File: config.mk
export PLATFORM = sky130hd
export DESIGN_NAME = modbus_response_frame_checker_unit
export DESIGN_NICKNAME = d
export VERILOG_FILES = /design/src/design/mrfc_pkg.sv /design/src/design/mrfc_front.sv /design/src/design/mrfc_queue.sv /design/src/design/mrfc_back.sv /design/src/design/modbus_response_frame_checker_unit.sv
export SDC_FILE = /design/constraint.sdc
export NUM_CORES = 1
export LEC_CHECK = 0
export BUFFER_PORTS_ARGS = -buffer_cell sky130_fd_sc_hd__buf_2
export CAP_MARGIN = 25
export CORE_UTILIZATION = 60
export CTS_BUF_LIST = sky130_fd_sc_hd__clkbuf_16
export CTS_CLUSTER_DIAMETER = 30
export DETAILED_ROUTE_END_ITERATION = 8
export PLACE_DENSITY = 0.81
export SLEW_MARGIN = 10
export SYNTH_ARGS = -nofsm -noshare
export SYNTH_HDL_FRONTEND = slang
export SYNTH_HIERARCHICAL = 1
export SYNTH_SLANG_ARGS = --single-unit
File: constraint.sdc
create_clock -name clk -period 5.79 [get_ports clk]
set_input_delay 0.2895 -clock clk [delete_from_list [all_inputs] [get_ports clk]]
set_output_delay 0.2895 -clock clk [all_outputs]
set_load 0.02 [all_outputs]
File: src/design/mrfc_pkg.sv
// shared types, constants and the crc step for the modbus reply checker
// no dependencies; used by every module of the block
`default_nettype none

package mrfc_pkg;

  localparam int CNT_W         = 6;
  localparam int MAX_FRAME_DEF = 32;
  localparam int HDR_COUNT     = 5;

  localparam logic [15:0] CRC_INIT      = 16'hFFFF;
  localparam logic [15:0] CRC_POLY      = 16'hA001;
  localparam logic [CNT_W-1:0] MIN_REPLY_LEN = CNT_W'(7);
  localparam logic [7:0]  MIN_PAYLOAD   = 8'd2;

  localparam logic [7:0] DEV_ADDR_RST = 8'hF8;
  localparam logic [7:0] FUNC_RST     = 8'h04;
  localparam logic [7:0] SCALE_RST    = 8'd10;

  localparam logic [1:0] REG_DEV_ADDR = 2'd0;
  localparam logic [1:0] REG_FUNC     = 2'd1;
  localparam logic [1:0] REG_SCALE    = 2'd2;

  typedef enum logic [2:0] {
    ST_OK      = 3'd0,
    ST_SHORT   = 3'd1,
    ST_CRC     = 3'd2,
    ST_ADDR    = 3'd3,
    ST_PAYLOAD = 3'd4
  } mrfc_status_t;

  typedef struct packed {
    mrfc_status_t status;
    logic [15:0]  register_value;
  } mrfc_rec_t;

  function automatic logic [15:0] crc_byte(input logic [15:0] crc_in, input logic [7:0] b);
    logic [15:0] c;
    c = crc_in ^ {8'h00, b};
    for (int k = 0; k < 8; k++) begin
      if (c[0]) begin
        c = (c >> 1) ^ CRC_POLY;
      end else begin
        c = c >> 1;
      end
    end
    return c;
  endfunction

endpackage

`default_nettype wire

File: src/design/mrfc_front.sv
// front part: accepts reply bytes, keeps crc, count and header, classifies a closed frame
// depends on mrfc_pkg; pushes one record per frame into the queue
`default_nettype none

module mrfc_front #(
  parameter int MAX_FRAME = mrfc_pkg::MAX_FRAME_DEF
) (
  input  wire logic                clk,
  input  wire logic                rst_n,
  input  wire logic                in_valid,
  output logic                     in_stall,
  input  wire logic [7:0]          in_rx_byte,
  input  wire logic                in_has_byte,
  input  wire logic                in_frame_end,
  input  wire logic [7:0]          device_address,
  input  wire logic [7:0]          function_code,
  input  wire logic                q_full,
  output logic                     q_push,
  output mrfc_pkg::mrfc_rec_t      q_rec
);

  localparam int CW = mrfc_pkg::CNT_W;

  logic [CW-1:0] bytes_seen_r, bytes_seen_nxt, cnt_upd;
  logic [15:0]   crc_r, crc_nxt, crc_upd;
  logic [7:0]    hdr_r   [mrfc_pkg::HDR_COUNT];
  logic [7:0]    hdr_nxt [mrfc_pkg::HDR_COUNT];
  logic [7:0]    hdr_upd [mrfc_pkg::HDR_COUNT];
  logic          accept, take_byte, close;

  assign in_stall = q_full;
  assign accept   = in_valid && !in_stall;
  assign close    = in_frame_end || !in_has_byte;

  always_comb begin
    take_byte = in_has_byte && (bytes_seen_r < CW'(MAX_FRAME));
    crc_upd   = take_byte ? mrfc_pkg::crc_byte(crc_r, in_rx_byte) : crc_r;
    cnt_upd   = take_byte ? bytes_seen_r + CW'(1) : bytes_seen_r;
    for (int i = 0; i < mrfc_pkg::HDR_COUNT; i++) begin
      hdr_upd[i] = (take_byte && bytes_seen_r == CW'(i)) ? in_rx_byte : hdr_r[i];
    end

    if (cnt_upd < mrfc_pkg::MIN_REPLY_LEN) begin
      q_rec.status = mrfc_pkg::ST_SHORT;
    end else if (crc_upd != 16'h0000) begin
      q_rec.status = mrfc_pkg::ST_CRC;
    end else if (hdr_upd[0] != device_address || hdr_upd[1] != function_code) begin
      q_rec.status = mrfc_pkg::ST_ADDR;
    end else if (hdr_upd[2] < mrfc_pkg::MIN_PAYLOAD) begin
      q_rec.status = mrfc_pkg::ST_PAYLOAD;
    end else begin
      q_rec.status = mrfc_pkg::ST_OK;
    end
    q_rec.register_value = {hdr_upd[3], hdr_upd[4]};
    q_push = accept && close;

    bytes_seen_nxt = bytes_seen_r;
    crc_nxt        = crc_r;
    hdr_nxt        = hdr_r;
    if (accept) begin
      if (close) begin
        bytes_seen_nxt = '0;
        crc_nxt        = mrfc_pkg::CRC_INIT;
        for (int i = 0; i < mrfc_pkg::HDR_COUNT; i++) begin
          hdr_nxt[i] = 8'h00;
        end
      end else begin
        bytes_seen_nxt = cnt_upd;
        crc_nxt        = crc_upd;
        hdr_nxt        = hdr_upd;
      end
    end
  end

  always_ff @(posedge clk) begin
    if (!rst_n) begin
      bytes_seen_r <= '0;
      crc_r        <= mrfc_pkg::CRC_INIT;
      for (int i = 0; i < mrfc_pkg::HDR_COUNT; i++) begin
        hdr_r[i] <= 8'h00;
      end
    end else begin
      bytes_seen_r <= bytes_seen_nxt;
      crc_r        <= crc_nxt;
      hdr_r        <= hdr_nxt;
    end
  end

`ifndef SYNTH
  a_close_clears: assert property (@(posedge clk) disable iff (!rst_n)
    q_push |=> (bytes_seen_r == '0 && crc_r == mrfc_pkg::CRC_INIT))
    else $error("frame state not cleared after close");
  a_count_bound: assert property (@(posedge clk) disable iff (!rst_n)
    bytes_seen_r <= CW'(MAX_FRAME))
    else $error("byte count above frame limit");
`endif

endmodule

`default_nettype wire

File: src/design/mrfc_queue.sv
// two-entry queue between the front and back parts
// depends on mrfc_pkg for the record type
`default_nettype none

module mrfc_queue (
  input  wire logic                 clk,
  input  wire logic                 rst_n,
  input  wire logic                 push,
  input  wire mrfc_pkg::mrfc_rec_t  push_rec,
  input  wire logic                 pop,
  output logic                      full,
  output logic                      not_empty,
  output mrfc_pkg::mrfc_rec_t       head_rec
);

  mrfc_pkg::mrfc_rec_t mem_r [2];
  logic       wr_ptr_r, wr_ptr_nxt, rd_ptr_r, rd_ptr_nxt;
  logic [1:0] count_r, count_nxt;
  logic       do_push, do_pop;

  assign full      = (count_r == 2'd2);
  assign not_empty = (count_r != 2'd0);
  assign head_rec  = mem_r[rd_ptr_r];
  assign do_push   = push && !full;
  assign do_pop    = pop && not_empty;

  always_comb begin
    wr_ptr_nxt = do_push ? ~wr_ptr_r : wr_ptr_r;
    rd_ptr_nxt = do_pop ? ~rd_ptr_r : rd_ptr_r;
    count_nxt  = count_r + 2'(do_push) - 2'(do_pop);
  end

  always_ff @(posedge clk) begin
    if (do_push) begin
      mem_r[wr_ptr_r] <= push_rec;
    end
  end

  always_ff @(posedge clk) begin
    if (!rst_n) begin
      wr_ptr_r <= 1'b0;
      rd_ptr_r <= 1'b0;
      count_r  <= 2'd0;
    end else begin
      wr_ptr_r <= wr_ptr_nxt;
      rd_ptr_r <= rd_ptr_nxt;
      count_r  <= count_nxt;
    end
  end

`ifndef SYNTH
  a_count_range: assert property (@(posedge clk) disable iff (!rst_n)
    count_r <= 2'd2 && ((count_r == 2'd1) == (wr_ptr_r != rd_ptr_r)))
    else $error("queue count and pointers disagree");
`endif

endmodule

`default_nettype wire

File: src/design/mrfc_back.sv
// back part: scales the register word and holds the result until transfer
// depends on mrfc_pkg; reads records from the queue
`default_nettype none

module mrfc_back (
  input  wire logic                 clk,
  input  wire logic                 rst_n,
  input  wire logic                 q_not_empty,
  input  wire mrfc_pkg::mrfc_rec_t  q_head,
  output logic                      q_pop,
  input  wire logic [7:0]           scale_factor,
  output logic                      out_valid,
  input  wire logic                 out_stall,
  output logic [2:0]                out_status,
  output logic [15:0]               out_register_value,
  output logic [23:0]               out_scaled_value
);

  logic                  out_valid_r, out_valid_nxt;
  mrfc_pkg::mrfc_status_t status_r;
  logic [15:0]           reg_val_r;
  logic [23:0]           scaled_r, scaled_nxt;

  assign q_pop = q_not_empty && (!out_valid_r || !out_stall);

  always_comb begin
    out_valid_nxt = q_pop || (out_valid_r && out_stall);
    if (q_head.status == mrfc_pkg::ST_OK) begin
      scaled_nxt = 24'(q_head.register_value) * 24'(scale_factor);
    end else begin
      scaled_nxt = 24'h000000;
    end
  end

  always_ff @(posedge clk) begin
    if (!rst_n) begin
      out_valid_r <= 1'b0;
    end else begin
      out_valid_r <= out_valid_nxt;
    end
  end

  always_ff @(posedge clk) begin
    if (q_pop) begin
      status_r  <= q_head.status;
      reg_val_r <= q_head.register_value;
      scaled_r  <= scaled_nxt;
    end
  end

  assign out_valid          = out_valid_r;
  assign out_status         = status_r;
  assign out_register_value = reg_val_r;
  assign out_scaled_value   = scaled_r;

`ifndef SYNTH
  a_scaled_zero: assert property (@(posedge clk) disable iff (!rst_n)
    (out_valid_r && status_r != mrfc_pkg::ST_OK) |-> (scaled_r == 24'h000000))
    else $error("scaled value set on a failed frame");
`endif

endmodule

`default_nettype wire

File: src/design/modbus_response_frame_checker_unit.sv
// path: a closing transfer's record is queued, then registered into the out_valid stage
// throughput: one input transfer per cycle; in_stall rises only when both queue
// entries wait behind a stalled output register
// reset: synchronous, active low; frame state back to empty, crc to ffff,
// registers to address f8, function 04, scale 10 (decimal); no clearing pass
// top level: apb register file, front, queue and back; depends on mrfc_pkg
`default_nettype none

module modbus_response_frame_checker_unit #(
  parameter int MAX_FRAME = mrfc_pkg::MAX_FRAME_DEF
) (
  input  wire logic        clk,
  input  wire logic        rst_n,
  input  wire logic        in_valid,
  output logic             in_stall,
  input  wire logic [7:0]  in_rx_byte,
  input  wire logic        in_has_byte,
  input  wire logic        in_frame_end,
  output logic             out_valid,
  input  wire logic        out_stall,
  output logic [2:0]       out_status,
  output logic [15:0]      out_register_value,
  output logic [23:0]      out_scaled_value,
  input  wire logic        psel,
  input  wire logic        penable,
  input  wire logic        pwrite,
  input  wire logic [3:0]  paddr,
  input  wire logic [31:0] pwdata,
  output logic [31:0]      prdata,
  output logic             pready
);

  logic [7:0] dev_addr_r, func_r, scale_r;
  logic [7:0] dev_addr_nxt, func_nxt, scale_nxt;
  logic       wr_en;
  logic [1:0] reg_idx;

  logic                q_full, q_push, q_pop, q_not_empty;
  mrfc_pkg::mrfc_rec_t q_rec, q_head;

  assign pready  = 1'b1;
  assign reg_idx = paddr[3:2];
  assign wr_en   = psel && penable && pwrite && pready;

  always_comb begin
    dev_addr_nxt = dev_addr_r;
    func_nxt     = func_r;
    scale_nxt    = scale_r;
    if (wr_en) begin
      case (reg_idx)
        mrfc_pkg::REG_DEV_ADDR: dev_addr_nxt = pwdata[7:0];
        mrfc_pkg::REG_FUNC:     func_nxt     = pwdata[7:0];
        mrfc_pkg::REG_SCALE:    scale_nxt    = pwdata[7:0];
        default: ;
      endcase
    end
    case (reg_idx)
      mrfc_pkg::REG_DEV_ADDR: prdata = {24'h0, dev_addr_r};
      mrfc_pkg::REG_FUNC:     prdata = {24'h0, func_r};
      mrfc_pkg::REG_SCALE:    prdata = {24'h0, scale_r};
      default:                prdata = 32'h0;
    endcase
  end

  always_ff @(posedge clk) begin
    if (!rst_n) begin
      dev_addr_r <= mrfc_pkg::DEV_ADDR_RST;
      func_r     <= mrfc_pkg::FUNC_RST;
      scale_r    <= mrfc_pkg::SCALE_RST;
    end else begin
      dev_addr_r <= dev_addr_nxt;
      func_r     <= func_nxt;
      scale_r    <= scale_nxt;
    end
  end

  mrfc_front #(
    .MAX_FRAME(MAX_FRAME)
  ) u_front (
    .clk           (clk),
    .rst_n         (rst_n),
    .in_valid      (in_valid),
    .in_stall      (in_stall),
    .in_rx_byte    (in_rx_byte),
    .in_has_byte   (in_has_byte),
    .in_frame_end  (in_frame_end),
    .device_address(dev_addr_r),
    .function_code (func_r),
    .q_full        (q_full),
    .q_push        (q_push),
    .q_rec         (q_rec)
  );

  mrfc_queue u_queue (
    .clk      (clk),
    .rst_n    (rst_n),
    .push     (q_push),
    .push_rec (q_rec),
    .pop      (q_pop),
    .full     (q_full),
    .not_empty(q_not_empty),
    .head_rec (q_head)
  );

  mrfc_back u_back (
    .clk               (clk),
    .rst_n             (rst_n),
    .q_not_empty       (q_not_empty),
    .q_head            (q_head),
    .q_pop             (q_pop),
    .scale_factor      (scale_r),
    .out_valid         (out_valid),
    .out_stall         (out_stall),
    .out_status        (out_status),
    .out_register_value(out_register_value),
    .out_scaled_value  (out_scaled_value)
  );

endmodule

`default_nettype wire
==> results of run 1 <==
==> per-layer routing <==
metal  up-vias  GRT usage [%]  share of wire, %
met1      4106          32.22                44
met4         0          8.119               1.5
met2       284          43.13                50
met5         -              0                 0
met3        36          4.125               5.1
li1       4086              -                 -
==> cell families (layout without fill, tap and decap cells) <==
| kind of cell | after synthesis | count (layout) | share of synthesized area, % |
|---|---|---|---|
| AO/OA/AOI/OAI | 165 | 165 | 9.494 |
| multiplexers | 69 | 69 | 6.441 |
| buffers and inverters | 193 | 238 | 7.455 |
| other | 2 | 25 | 0.06276 |
| AND/OR/NAND/NOR | 410 | 410 | 17.50 |
| flip-flops | 172 | 172 | 35.55 |
| XOR/XNOR | 50 | 50 | 4.214 |
| adder cells (fa/ha/maj) | 134 | 134 | 19.28 |
==> metrics by stage <==
| step | power (mW) | hold slack [ns] | cell area (um^2) | utilization [%] |
|---|---|---|---|---|
| floorplan | 3.413 | 0.4112 | 12050 | - |
| global placement | 3.826 | 0.4637 | 12400 | 63.49 |
| detailed placement | 3.897 | 0.4813 | 12400 | 63.49 |
| CTS | 5.031 | 0.1180 | 12980 | 66.47 |
| global route | 5.366 | 0.1203 | 12990 | 66.51 |
| finish | 5.006 | 0.1367 | 12990 | 66.51 |
==> registers in the layout, indices dropped and copies added (netlist names), named ones only <==
| name | flops |
|---|---|
| u_back/out_status | 3 |
| scale_r | 8 |
| u_back/out_scaled_value | 24 |
| u_front/bytes_seen_r | 6 |
| u_queue/count_r | 2 |
| u_back/out_register_value | 16 |
| u_queue/rd_ptr_r | 1 |
| u_front/hdr_r | 39 |
| u_back/out_valid | 1 |
| dev_addr_r | 8 |
| u_queue/wr_ptr_r | 1 |
| u_queue/mem_r | 38 |
| func_r | 8 |
| u_front/crc_r | 16 |
==> Yosys cell counts (6+ instances only) <==
| cell | n | area [um^2] |
|---|---|---|
| a211oi_1 | 6 | 45.04 |
| a21o_1 | 9 | 67.56 |
| a21oi_1 | 23 | 115.1 |
| a22oi_1 | 40 | 300.3 |
| a31oi_1 | 6 | 37.54 |
| and2_1 | 108 | 675.7 |
| and3_1 | 10 | 62.56 |
| buf_2 | 6 | 30.03 |
| buf_4 | 30 | 225.2 |
| clkbuf_1 | 32 | 120.1 |
| dfxtp_1 | 91 | 1822 |
| edfxtp_1 | 81 | 2432 |
| fa_1 | 84 | 1682 |
| ha_1 | 50 | 625.6 |
| inv_1 | 118 | 442.9 |
| mux2_2 | 24 | 270.3 |
| mux2_4 | 10 | 150.1 |
| mux2i_1 | 35 | 350.3 |
| nand2_1 | 121 | 454.2 |
| nand2b_1 | 12 | 75.07 |
| nand3_1 | 18 | 90.09 |
| nor2_1 | 76 | 285.3 |
| nor2b_1 | 11 | 68.82 |
| nor3_1 | 18 | 90.09 |
| nor4_1 | 7 | 43.79 |
| o211ai_1 | 13 | 97.59 |
| o21a_1 | 9 | 67.56 |
| o21ai_0 | 26 | 130.1 |
| o31ai_1 | 6 | 45.04 |
| or3_1 | 6 | 37.54 |
| xnor2_1 | 24 | 210.2 |
| xor2_1 | 19 | 166.4 |
==> power groups by stage <==
stage	Clock, mW	Combinational, mW	Sequential [mW]
final	1.12	2.26	1.63
after detailed placement	0	2.24	1.66
after global routing	1.18	2.53	1.66
after global placement	0	2.17	1.65
after floorplan	0	1.57	1.85
after CTS	1.14	2.26	1.64
==> placed cells by master, fill, tap and decap left out, drive strengths merged, types with 4 or more instances in the layout <==
cell,instances
a22oi,40
mux2,34
or3,6
nor2,76
nand3,20
xnor2,28
nor3,19
and2,108
o21a,9
mux2i,35
clkbuf,18
conb,25
nand2b,12
nor4,8
a211oi,6
xor2,20
ha,50
buf,87
and3,11
o21ai,29
dfxtp,91
a31oi,6
a21oi,24
fa,84
o211ai,13
nand4,4
nor2b,12
inv,128
o31ai,6
nand2,121
a21o,9
or2,4
edfxtp,81
==> critical path, delay by kind of cell, from the launching register on <==
family	cells	cell delay (ns)
AOI/OAI and AO/OA	4	0.85
muxes	1	0.35
adders and majority gates	5	2.44
and+or+nand+nor	3	0.59
buffers and inverters	3	0.34
DFF	1	0.68
==> final cells by class <==
class	instances	area share (%)
repair buffers	87	3.507
multi-input cells	853	53.27
clock inverters	14	1.012
clock buffers	18	3.468
well taps	265	2.553
flip-flops and latches	172	32.76
inverters	119	3.439
==> how the worst max path moves through the flow <==
stage / endpoint / slack, ns / depth (start not counted)
global placement: u_back/out_scaled_value[21] / 0.49 / 16
CTS: u_back/out_scaled_value[21] / 0.38 / 16
global route: u_back/out_scaled_value[21] / 0.09 / 16
floorplan: u_queue/count_r[1] / 0.83 / 9
detailed placement: u_back/out_scaled_value[21] / 0.40 / 16
finish: u_back/out_scaled_value[21] / 0.36 / 16
==> impl_metrics.prom, run 1 <==
# TYPE chip_impl_metric gauge
chip_impl_metric{name="setup_total_neg_slack",unit="ns"} 0
chip_impl_metric{name="floorplan.initialDensity",unit="%"} 61.28
chip_impl_metric{name="timing.final.crit_share",unit="%"} 93.76
chip_impl_metric{name="post_synth_inst_count",unit=""} 1195
chip_impl_info{name="critPathLaunchType",value="register"} 1
chip_impl_metric{name="avgViaCountPerCell",unit=""} 5.571
chip_impl_metric{name="skew_pair_late_insertion_delay",unit="ns"} 0.43
chip_impl_metric{name="final_net_count",unit=""} 1437
chip_impl_metric{name="peakVddDrop",unit="mV"} 0.2429
chip_impl_metric{name="syn_to_final_growth",unit="%"} 8.532
chip_impl_metric{name="die-width",unit="um"} 143.2
chip_impl_metric{name="route.vias.total",unit=""} 8512
chip_impl_info{name="hold_crit_endpoint",value="func_r[3]"} 1
chip_impl_metric{name="max_cap_viol_count",unit=""} 0
chip_impl_metric{name="grt_first_pass_wirelength",unit="um"} 40150
chip_impl_metric{name="cts.hold.buffers_added",unit=""} 0
chip_impl_metric{name="drt_drc_violations_left",unit=""} 0
chip_impl_metric{name="antenna_cells",unit=""} 0
chip_impl_metric{name="worst-slew-pin-transition",unit="ns"} 0.8723
chip_impl_metric{name="vias_in_the_first_global_route",unit=""} 8396
chip_impl_metric{name="power.combinational.fraction",unit="%"} 45.1
chip_impl_metric{name="pd_cells",unit="nW/um^2"} 385.4
chip_impl_metric{name="final_critical_path_time_including_i_o_delays_and_setup",unit="ns"} 5.429
chip_impl_info{name="setup_repair_after_global_routing_missed_its_margin",value="no"} 1
chip_impl_metric{name="multi_input_comb_area",unit="um^2"} 6918
chip_impl_metric{name="cell_internal_power",unit="mW"} 3.040
chip_impl_metric{name="layout_setup_ws",unit="ns"} 0.3613
chip_impl_metric{name="core.rowCount",unit=""} 51
chip_impl_metric{name="slew_viol_final",unit=""} 0
chip_impl_metric{name="worst-path-max-fanout",unit=""} 11
chip_impl_metric{name="report.final.setup_viol",unit=""} 0
chip_impl_metric{name="p_seq_share",unit="%"} 32.6
chip_impl_metric{name="dp_hpwl",unit="um"} 17480
chip_impl_info{name="outcome",value="finished clean"} 1
chip_impl_info{name="type_of_the_worst_setup_path",value="reg2reg"} 1
chip_impl_metric{name="quantity_of_i_o_buffers_inserted_on_ports",unit=""} 79
chip_impl_metric{name="detail_route.wl_per_cell",unit="um"} 15.95
chip_impl_metric{name="place_congestion",unit=""} 0.9029
chip_impl_metric{name="fillerInstances",unit=""} 1558
chip_impl_metric{name="maxClockFrequency",unit="MHz"} 184.2
chip_impl_metric{name="place_ws",unit="ns"} 0.4016
chip_impl_metric{name="synth_enable_flop_cells",unit=""} 81
chip_impl_metric{name="worstHoldPathCells",unit=""} 3
chip_impl_metric{name="cts_inserted_buffers",unit=""} 17
chip_impl_metric{name="syn-mean-instance-area",unit="um^2"} 10.01
chip_impl_metric{name="cellLeakagePower",unit="nW"} 5.675
chip_impl_metric{name="grt_start_max_net_pins",unit=""} 47
chip_impl_metric{name="clock_sink_count",unit=""} 172
chip_impl_metric{name="finalClockSkew",unit="ns"} 0.01068
chip_impl_metric{name="layout-drive-gt1-share",unit="%"} 13.78
chip_impl_metric{name="ys_seq_area_share",unit="%"} 35.55
chip_impl_metric{name="seqCellArea",unit="um^2"} 4254
chip_impl_info{name="yosys_most_used_dff",value="dfxtp_1"} 1
chip_impl_metric{name="dr.first_iter.drc_count",unit=""} 437
chip_impl_metric{name="dpl.cell_count",unit=""} 1495
chip_impl_metric{name="cts.repair_timing.setup_buffer_count",unit=""} 0
chip_impl_info{name="cts_root_buffer",value="clkbuf_16"} 1
chip_impl_metric{name="die_outline_area",unit="um^2"} 20510
chip_impl_metric{name="reg2reg_depth",unit=""} 16
chip_impl_metric{name="power_switching_share",unit="%"} 39.28
chip_impl_metric{name="global_route.usage.total",unit="%"} 25.07
chip_impl_metric{name="yosysWarnings",unit=""} 6
chip_impl_metric{name="drt_pre_antenna_iters",unit=""} 5
chip_impl_info{name="endpoint_kind",value="register"} 1
chip_impl_metric{name="cp_data_arrival_time",unit="ns"} 5.69
chip_impl_metric{name="placeableCoreArea",unit="um^2"} 19530
chip_impl_metric{name="async_sr_flop_fraction",unit="%"} 0
chip_impl_metric{name="final_antenna_net_count",unit=""} 0
chip_impl_info{name="critical_path.cell_chain",value="buf_4 > mux2_4 > and2_1 > fa_1 > fa_1 > fa_1 > inv_1 > fa_1 > inv_1 > ha_1 > a211oi_1 > nor2_1 > o221ai_1 > o21ai_0 > or3_1 > a21oi_1"} 1
chip_impl_metric{name="fin_cells",unit=""} 1528
chip_impl_metric{name="drt_wl_total",unit="um"} 24370
chip_impl_metric{name="cts.reportedPaths.clkPinSlew",unit="ns"} 0.07
chip_impl_metric{name="clkPwrFrac",unit="%"} 22.3
chip_impl_metric{name="crit_required",unit="ns"} 6.06
chip_impl_info{name="hp-class",value="in2reg"} 1
chip_impl_info{name="worst_r2r_endpoint",value="u_back/out_scaled_value[21]"} 1
chip_impl_metric{name="hold_viol_final",unit=""} 0
chip_impl_metric{name="cts_resized",unit=""} 0
chip_impl_metric{name="grt_antenna_before_repair",unit=""} 0
chip_impl_metric{name="critPathMaxStageDelay",unit="ns"} 0.68
chip_impl_metric{name="h-tree-depth",unit=""} 4
chip_impl_metric{name="yosys_register_bits",unit=""} 172
chip_impl_metric{name="pin_count",unit=""} 131
chip_impl_info{name="cts_tree",value="built"} 1
chip_impl_metric{name="slew_headroom",unit="%"} 41.85
chip_impl_info{name="hold_path_startpoint",value="pwdata[3]"} 1
chip_impl_metric{name="cts_max_path_buffers",unit=""} 2
chip_impl_info{name="critical-path-top-cell-by-count",value="fa_1"} 1
chip_impl_metric{name="r2r_slack",unit="ns"} 0.36
chip_impl_metric{name="syn_area",unit="um^2"} 11970
chip_impl_metric{name="total_gr_overflow",unit=""} 0
chip_impl_metric{name="total_switching_power",unit="mW"} 1.966
chip_impl_metric{name="yosys.cell_types.count",unit=""} 76
chip_impl_metric{name="die_height",unit="um"} 143.2
chip_impl_info{name="cpMaxStageDelayCell",value="dfxtp_1"} 1
Note: power is estimated with default switching activity, not from simulation.
==> run 2: changes to the inputs <==
CORE_UTILIZATION = 65   (was 60)
PLACE_DENSITY = 0.87   (was 0.81)
clock period = 6.6 ns   (was 5.79 ns; I/O delays follow)
==> impl_metrics.prom, run 2 (synthesized netlist as in run 1, its figures left out) <==
# TYPE chip_impl_metric gauge
chip_impl_metric{name="r2r_slack",unit="ns"} 1.11
chip_impl_metric{name="cts_inserted_buffers",unit=""} 17
chip_impl_metric{name="global_route.usage.total",unit="%"} 28.43
chip_impl_metric{name="quantity_of_i_o_buffers_inserted_on_ports",unit=""} 79
chip_impl_metric{name="flip_flop_count_of_the_largest_register_all_copies_and_words_added",unit=""} 39
chip_impl_metric{name="crit_required",unit="ns"} 6.76
chip_impl_metric{name="worst-slew-pin-transition",unit="ns"} 0.8857
chip_impl_metric{name="dpl.cell_count",unit=""} 1457
chip_impl_metric{name="placeableCoreArea",unit="um^2"} 18020
chip_impl_info{name="layout.cells.most_common",value="nand2_1"} 1
chip_impl_info{name="outcome",value="finished clean"} 1
chip_impl_metric{name="pin_count",unit=""} 131
chip_impl_metric{name="final_critical_path_time_including_i_o_delays_and_setup",unit="ns"} 5.489
chip_impl_metric{name="grt_first_pass_wirelength",unit="um"} 41370
chip_impl_metric{name="p_seq_share",unit="%"} 32.7
chip_impl_metric{name="max_cap_viol_count",unit=""} 0
chip_impl_info{name="hold_path_startpoint",value="pwdata[3]"} 1
chip_impl_metric{name="detail_route.wl_per_cell",unit="um"} 17.05
chip_impl_info{name="critical_path.cell_chain",value="buf_4 > mux2_2 > and2_1 > fa_1 > fa_1 > fa_1 > inv_1 > fa_1 > inv_1 > ha_1 > a211o_1 > a21oi_2 > o21bai_1 > o21ba_2 > nor3_1 > nor3_1"} 1
chip_impl_metric{name="dr.first_iter.drc_count",unit=""} 588
chip_impl_metric{name="power_switching_share",unit="%"} 39.48
chip_impl_metric{name="cellLeakagePower",unit="nW"} 5.670
chip_impl_info{name="type_of_the_worst_setup_path",value="reg2reg"} 1
chip_impl_metric{name="die_outline_area",unit="um^2"} 18960
chip_impl_metric{name="cts.hold.buffers_added",unit=""} 0
chip_impl_metric{name="drt_drc_violations_left",unit=""} 0
chip_impl_metric{name="grt_start_max_net_pins",unit=""} 47
chip_impl_metric{name="critPathMaxStageDelay",unit="ns"} 0.55
chip_impl_info{name="worst_r2r_endpoint",value="u_back/out_scaled_value[22]"} 1
chip_impl_metric{name="report.final.setup_viol",unit=""} 0
chip_impl_metric{name="vias_in_the_first_global_route",unit=""} 8590
chip_impl_metric{name="core.rowCount",unit=""} 49
chip_impl_metric{name="clkPwrFrac",unit="%"} 22.2
chip_impl_metric{name="cell_internal_power",unit="mW"} 2.652
chip_impl_metric{name="drt_wl_total",unit="um"} 25410
chip_impl_metric{name="power.combinational.fraction",unit="%"} 45.2
chip_impl_metric{name="slew_headroom",unit="%"} 40.95
chip_impl_info{name="hp-class",value="in2reg"} 1
chip_impl_metric{name="pd_cells",unit="nW/um^2"} 339.4
chip_impl_metric{name="cts.reportedPaths.clkPinSlew",unit="ns"} 0.07
chip_impl_metric{name="setup_total_neg_slack",unit="ns"} 0
chip_impl_metric{name="finalClockSkew",unit="ns"} 0.01222
chip_impl_metric{name="slew_viol_final",unit=""} 0
chip_impl_metric{name="hold_viol_final",unit=""} 0
chip_impl_info{name="reg_with_most_ffs",value="u_front/hdr_r"} 1
chip_impl_metric{name="dp_hpwl",unit="um"} 18190
chip_impl_metric{name="skew_pair_late_insertion_delay",unit="ns"} 0.44
chip_impl_metric{name="worstHoldPathCells",unit=""} 3
chip_impl_info{name="cts_root_buffer",value="clkbuf_16"} 1
chip_impl_metric{name="worst-path-max-fanout",unit=""} 13
chip_impl_metric{name="reg2reg_depth",unit=""} 16
chip_impl_metric{name="total_gr_overflow",unit=""} 0
chip_impl_metric{name="antenna_cells",unit=""} 0
chip_impl_info{name="critical-path-top-cell-by-count",value="fa_1"} 1
chip_impl_metric{name="final_cell_area",unit="um^2"} 12910
chip_impl_info{name="endpoint_kind",value="register"} 1
chip_impl_info{name="critPathLaunchType",value="register"} 1
chip_impl_metric{name="syn_to_final_growth",unit="%"} 7.884
chip_impl_metric{name="peakVddDrop",unit="mV"} 0.2082
chip_impl_metric{name="cts_resized",unit=""} 0
chip_impl_metric{name="grt_antenna_before_repair",unit=""} 0
chip_impl_metric{name="floorplan.initialDensity",unit="%"} 66.39
chip_impl_metric{name="maxClockFrequency",unit="MHz"} 182.2
chip_impl_info{name="setup_repair_after_global_routing_missed_its_margin",value="no"} 1
chip_impl_metric{name="place_congestion",unit=""} 0.9216
chip_impl_metric{name="final_net_count",unit=""} 1435
chip_impl_metric{name="die_height",unit="um"} 137.7
chip_impl_metric{name="layout-drive-gt1-share",unit="%"} 13.80
chip_impl_metric{name="h-tree-depth",unit=""} 4
chip_impl_metric{name="final_antenna_net_count",unit=""} 0
chip_impl_metric{name="cp_data_arrival_time",unit="ns"} 5.65
chip_impl_info{name="final_cell_mix",value="121 x nand2_1, 119 x inv_1, 108 x and2_1"} 1
chip_impl_metric{name="cts_max_path_buffers",unit=""} 2
chip_impl_metric{name="drt_pre_antenna_iters",unit=""} 5
chip_impl_info{name="cpMaxStageDelayCell",value="fa_1"} 1
chip_impl_metric{name="fin_cells",unit=""} 1490
chip_impl_metric{name="avgViaCountPerCell",unit=""} 5.856
chip_impl_metric{name="postPlaceCellArea",unit="um^2"} 12340
chip_impl_metric{name="cts.repair_timing.setup_buffer_count",unit=""} 0
chip_impl_metric{name="die-width",unit="um"} 137.7
chip_impl_metric{name="timing.final.crit_share",unit="%"} 83.17
chip_impl_info{name="cts_tree",value="built"} 1
chip_impl_metric{name="clock_sink_count",unit=""} 172
chip_impl_metric{name="route.vias.total",unit=""} 8725
chip_impl_metric{name="total_switching_power",unit="mW"} 1.730
chip_impl_info{name="hold_crit_endpoint",value="func_r[3]"} 1
run 2: cell count changes in the layout (fill, tap and decap cells not counted), sizes merged:
cell	change
buf	-2
clkinvlp	-2
clkinv	+1
inv	+1
run 2: worst max-delay path by stage:
stage | from | to | slack, ns
2_1_floorplan | u_queue/count_r[1] | u_queue/count_r[1] | 1.64
3_3_place_gp | register | u_back/out_scaled_value[22] | 1.20
3_5_place_dp | register | u_back/out_scaled_value[22] | 1.14
4_1_cts | register | u_back/out_scaled_value[22] | 1.10
5_1_grt | register | u_back/out_scaled_value[21] | 0.79
6_report | register | u_back/out_scaled_value[22] | 1.11
run 2: area by class of cell:
class                   instances  area [um^2]
clock buffers                  18        450.4
fillers                      1296         5115
multi-input cells             853         6918
clock inverters                14        113.9
inverters                     119        446.7
repair buffers                 85        440.4
well taps                     229        286.5
flip-flops and latches        172         4254
run 2: power groups by stage:
stage | combinational (mW) | clock, mW | sequential, mW
floorplan | 1.37 | 0 | 1.62
global placement | 1.90 | 0 | 1.45
detailed placement | 1.96 | 0 | 1.46
CTS | 1.98 | 0.981 | 1.43
global route | 2.23 | 1.03 | 1.45
finish | 1.98 | 0.972 | 1.43
run 2: metal layers:
layer  wire length (um)  vias up  part of all wire (%)  track usage, %
met4                532        0                   2.1           10.07
met2              13070      322                    51           50.75
met5                  0        -                     0               0
met1              10380     4278                    41           33.86
li1                   -     4076                     -               -
met3               1433       49                   5.6           5.629
run 2: critical path: cells and delay by family, from the launching register on:
kind	cells	cell delay (ns)
buf+inv	3	0.42
simple gates	3	0.45
mux	1	0.46
compound gates	4	0.87
fa+ha+maj	5	2.48
flops	1	0.52
run 2: through the flow:
| stage | hold slack, ns | worst slack [ns] | util, % | power [mW] |
|---|---|---|---|---|
| 5_1_grt | 0.1603 | 0.7922 | 71.62 | 4.706 |
| 3_5_place_dp | 0.4854 | 1.137 | 68.45 | 3.418 |
| 4_1_cts | 0.1535 | 1.104 | 71.58 | 4.393 |
| 6_report | 0.1648 | 1.111 | 71.62 | 4.381 |
| 2_1_floorplan | 0.4517 | 1.640 | - | 2.994 |
| 3_3_place_gp | 0.4630 | 1.199 | 68.45 | 3.344 |
==> run 3: changes to the inputs <==
ABC_AREA = 1   (was not set)
CORE_UTILIZATION = 55   (was 65)
PLACE_DENSITY = 0.78   (was 0.87)
clock period = 5 ns   (was 6.6 ns; I/O delays follow)
==> impl_metrics.prom, run 3 <==
# TYPE chip_impl_metric gauge
chip_impl_info{name="outcome",value="finished clean"} 1
chip_impl_metric{name="hold_viol_final",unit=""} 0
chip_impl_metric{name="drt_pre_antenna_iters",unit=""} 8
chip_impl_metric{name="post_synth_inst_count",unit=""} 1741
chip_impl_metric{name="max_cap_viol_count",unit=""} 0
chip_impl_metric{name="maxClockFrequency",unit="MHz"} 210.0
chip_impl_metric{name="r2r_slack",unit="ns"} 0.24
chip_impl_metric{name="slew_viol_final",unit=""} 0
chip_impl_info{name="yosys_most_used_dff",value="dfxtp_1"} 1
chip_impl_info{name="hold_path_startpoint",value="pwdata[4]"} 1
chip_impl_metric{name="die-width",unit="um"} 155.6
chip_impl_metric{name="skew_pair_late_insertion_delay",unit="ns"} 0.44
chip_impl_metric{name="crit_required",unit="ns"} 5.20
chip_impl_metric{name="dr.first_iter.drc_count",unit=""} 775
chip_impl_metric{name="cts.hold.buffers_added",unit=""} 0
chip_impl_metric{name="hold-worst-slack",unit="ns"} 0.03452
chip_impl_metric{name="timing.final.crit_share",unit="%"} 95.26
chip_impl_metric{name="cts_max_path_buffers",unit=""} 2
chip_impl_metric{name="syn_to_final_growth",unit="%"} 8.788
chip_impl_info{name="worst_r2r_endpoint",value="u_back/out_scaled_value[22]"} 1
chip_impl_metric{name="syn-mean-instance-area",unit="um^2"} 7.450
chip_impl_metric{name="h-tree-depth",unit=""} 4
chip_impl_metric{name="pd_cells",unit="nW/um^2"} 433.6
chip_impl_info{name="ys_top_cells_by_count",value="566 x nand2_1, 322 x inv_1, 109 x nor2_1"} 1
chip_impl_info{name="cts_root_buffer",value="clkbuf_16"} 1
chip_impl_metric{name="setup_total_neg_slack",unit="ns"} 0
chip_impl_metric{name="cts_inserted_buffers",unit=""} 17
chip_impl_info{name="cts_tree",value="built"} 1
chip_impl_info{name="layout.cells.most_common",value="nand2_1"} 1
chip_impl_metric{name="global_route.usage.total",unit="%"} 24.72
chip_impl_metric{name="die_height",unit="um"} 155.6
chip_impl_metric{name="place_congestion",unit=""} 0.8729
chip_impl_metric{name="report.final.setup_viol",unit=""} 0
chip_impl_metric{name="worst-slew-pin-transition",unit="ns"} 0.8305
chip_impl_metric{name="yosysWarnings",unit=""} 6
chip_impl_metric{name="cellLeakagePower",unit="nW"} 7.474
chip_impl_metric{name="grt_start_max_net_pins",unit=""} 73
chip_impl_metric{name="grt_antenna_before_repair",unit=""} 0
chip_impl_metric{name="slew_headroom",unit="%"} 44.56
chip_impl_info{name="final_cell_mix",value="566 x nand2_1, 323 x inv_1, 106 x nor2_1"} 1
chip_impl_metric{name="core.rowCount",unit=""} 55
chip_impl_info{name="hold_crit_endpoint",value="dev_addr_r[4]"} 1
chip_impl_metric{name="final_antenna_net_count",unit=""} 0
chip_impl_info{name="synth_top_cell_by_area",value="edfxtp_1"} 1
chip_impl_metric{name="postPlaceCellArea",unit="um^2"} 13440
chip_impl_info{name="hp-class",value="in2reg"} 1
chip_impl_metric{name="async_sr_flop_fraction",unit="%"} 0
chip_impl_metric{name="pin_count",unit=""} 131
chip_impl_metric{name="cts.reportedPaths.clkPinSlew",unit="ns"} 0.08
chip_impl_metric{name="utilization",unit="%"} 61.57
chip_impl_metric{name="report.power.total",unit="mW"} 6.117
chip_impl_metric{name="flip_flop_count_of_the_largest_register_all_copies_and_words_added",unit=""} 39
chip_impl_metric{name="clock_sink_count",unit=""} 172
chip_impl_metric{name="dp_hpwl",unit="um"} 21320
chip_impl_metric{name="route.vias.total",unit=""} 10850
chip_impl_metric{name="worst-path-max-fanout",unit=""} 17
chip_impl_metric{name="ys_seq_area_share",unit="%"} 32.80
chip_impl_metric{name="drt_drc_violations_left",unit=""} 0
chip_impl_info{name="reg_with_most_ffs",value="u_front/hdr_r"} 1
chip_impl_metric{name="quantity_of_i_o_buffers_inserted_on_ports",unit=""} 79
chip_impl_info{name="type_of_the_worst_setup_path",value="reg2reg"} 1
chip_impl_metric{name="fillerInstances",unit=""} 1995
chip_impl_metric{name="yosys.cell_types.count",unit=""} 48
chip_impl_metric{name="die_outline_area",unit="um^2"} 24200
chip_impl_metric{name="yosys_register_bits",unit=""} 172
chip_impl_metric{name="grt_first_pass_wirelength",unit="um"} 47890
chip_impl_metric{name="reg2reg_depth",unit=""} 22
chip_impl_metric{name="seqCellArea",unit="um^2"} 4255
chip_impl_metric{name="placeableCoreArea",unit="um^2"} 22920
chip_impl_metric{name="synth_enable_flop_cells",unit=""} 81
chip_impl_metric{name="floorplan.initialDensity",unit="%"} 56.60
chip_impl_metric{name="antenna_cells",unit=""} 0
chip_impl_metric{name="avgViaCountPerCell",unit=""} 5.132
chip_impl_info{name="endpoint_kind",value="register"} 1
chip_impl_metric{name="detail_route.wl_per_cell",unit="um"} 13.69
chip_impl_metric{name="final_critical_path_time_including_i_o_delays_and_setup",unit="ns"} 4.763
chip_impl_metric{name="total_gr_overflow",unit=""} 0
chip_impl_info{name="yosysMostFrequentCell",value="nand2_1"} 1
chip_impl_metric{name="peakVddDrop",unit="mV"} 0.2431
chip_impl_metric{name="vias_in_the_first_global_route",unit=""} 10250
chip_impl_metric{name="worstHoldPathCells",unit=""} 3
chip_impl_metric{name="cp_data_arrival_time",unit="ns"} 4.96
chip_impl_metric{name="multi_input_comb_area",unit="um^2"} 7091
chip_impl_metric{name="syn_area",unit="um^2"} 12970
chip_impl_metric{name="finalClockSkew",unit="ns"} 0.01874
chip_impl_info{name="synth_top_cells_by_area",value="edfxtp_1 19%, nand2_1 16%, dfxtp_1 14%"} 1
chip_impl_metric{name="drt_wl_total",unit="um"} 28940
chip_impl_metric{name="layout-drive-gt1-share",unit="%"} 11.55
chip_impl_metric{name="final_cell_area",unit="um^2"} 14110
chip_impl_metric{name="final_net_count",unit=""} 1975
chip_impl_metric{name="synthDominantCellAreaShare",unit="%"} 18.75
chip_impl_info{name="critPathLaunchType",value="register"} 1
chip_impl_info{name="setup_repair_after_global_routing_missed_its_margin",value="no"} 1
run 3: worst max path at each step:
stage | startpoint | endpoint | cells after the start
4_1_cts | register | u_back/out_scaled_value[20] | 19
5_1_grt | scale_r[6] | u_back/out_scaled_value[22] | 18
6_report | register | u_back/out_scaled_value[22] | 22
2_1_floorplan | register | u_back/out_scaled_value[18] | 22
3_5_place_dp | register | u_back/out_scaled_value[21] | 19
3_3_place_gp | register | u_back/out_scaled_value[20] | 19
run 3: worst max-delay path, cell delays in order (launching register included):
cell and delay, ns:
dfxtp_1 0.36, buf_12 0.17, mux2_4 0.38, nand2_1 0.09, inv_1 0.06, fa_1 0.53
inv_1 0.05, fa_1 0.52, inv_1 0.05, fa_1 0.52, inv_1 0.05, fa_1 0.52
inv_1 0.04, ha_1 0.34, nand2_1 0.12, nor2_1 0.14, nand2_1 0.10, nor2_1 0.10
nand2_1 0.11, nand3_1 0.11, nand2_1 0.06, clkinv_1 0.04, nor2_1 0.03
run 3: final cells by class:
cell class	count	area share [%]
clock buffers	18	3.192
well taps	313	2.776
multi-input cells	1170	50.25
inverters	332	8.832
flip-flops and latches	172	30.16
clock inverters	14	1.046
repair buffers	95	3.742
run 3: kinds of logic (layout without fill, tap and decap cells):
group / Yosys count / count (layout) / synth area share, %
buffers and inverters: 422 / 459 / 13.58
DFF: 172 / 172 / 32.80
and+or+nand+nor: 822 / 822 / 26.85
AOI/OAI and AO/OA: 163 / 163 / 6.512
muxes: 19 / 19 / 1.939
xor gates and xnor gates: 7 / 7 / 0.4727
adders and majority gates: 134 / 134 / 17.79
other: 2 / 25 / 0.05790
run 3: power breakdown:
group | total [mW] | switching (mW) | internal, mW | leakage [nW]
clock | 1.34 | 0.642 | 0.699 | 0.300
sequential | 1.86 | 0.0853 | 1.77 | 1.52
combinational | 2.92 | 1.96 | 0.955 | 5.65
run 3: repair_timing:
action / 4_1_cts / 5_1_grt
resized for setup: 0 / 12
setup buffers: 0 / 4
setup endpoints to repair: 0 / 11
run 3: per-layer routing:
layer | up-vias | GRT usage (%) | share of wire, %
met3 | 68 | 3.278 | 4.7
met2 | 338 | 43.75 | 50
li1 | 5360 | - | -
met4 | 0 | 10.50 | 3.3
met5 | - | 0 | 0
met1 | 5083 | 30.22 | 42
run 3: through the flow:
stage / setup slack, ns / std cells
3_3_place_gp: 0.2348 / 2078
5_1_grt: 0.005130 / 2114
4_1_cts: 0.1552 / 2110
3_5_place_dp: 0.2076 / 2078
2_1_floorplan: 0.3487 / 1764
6_report: 0.2372 / 2114
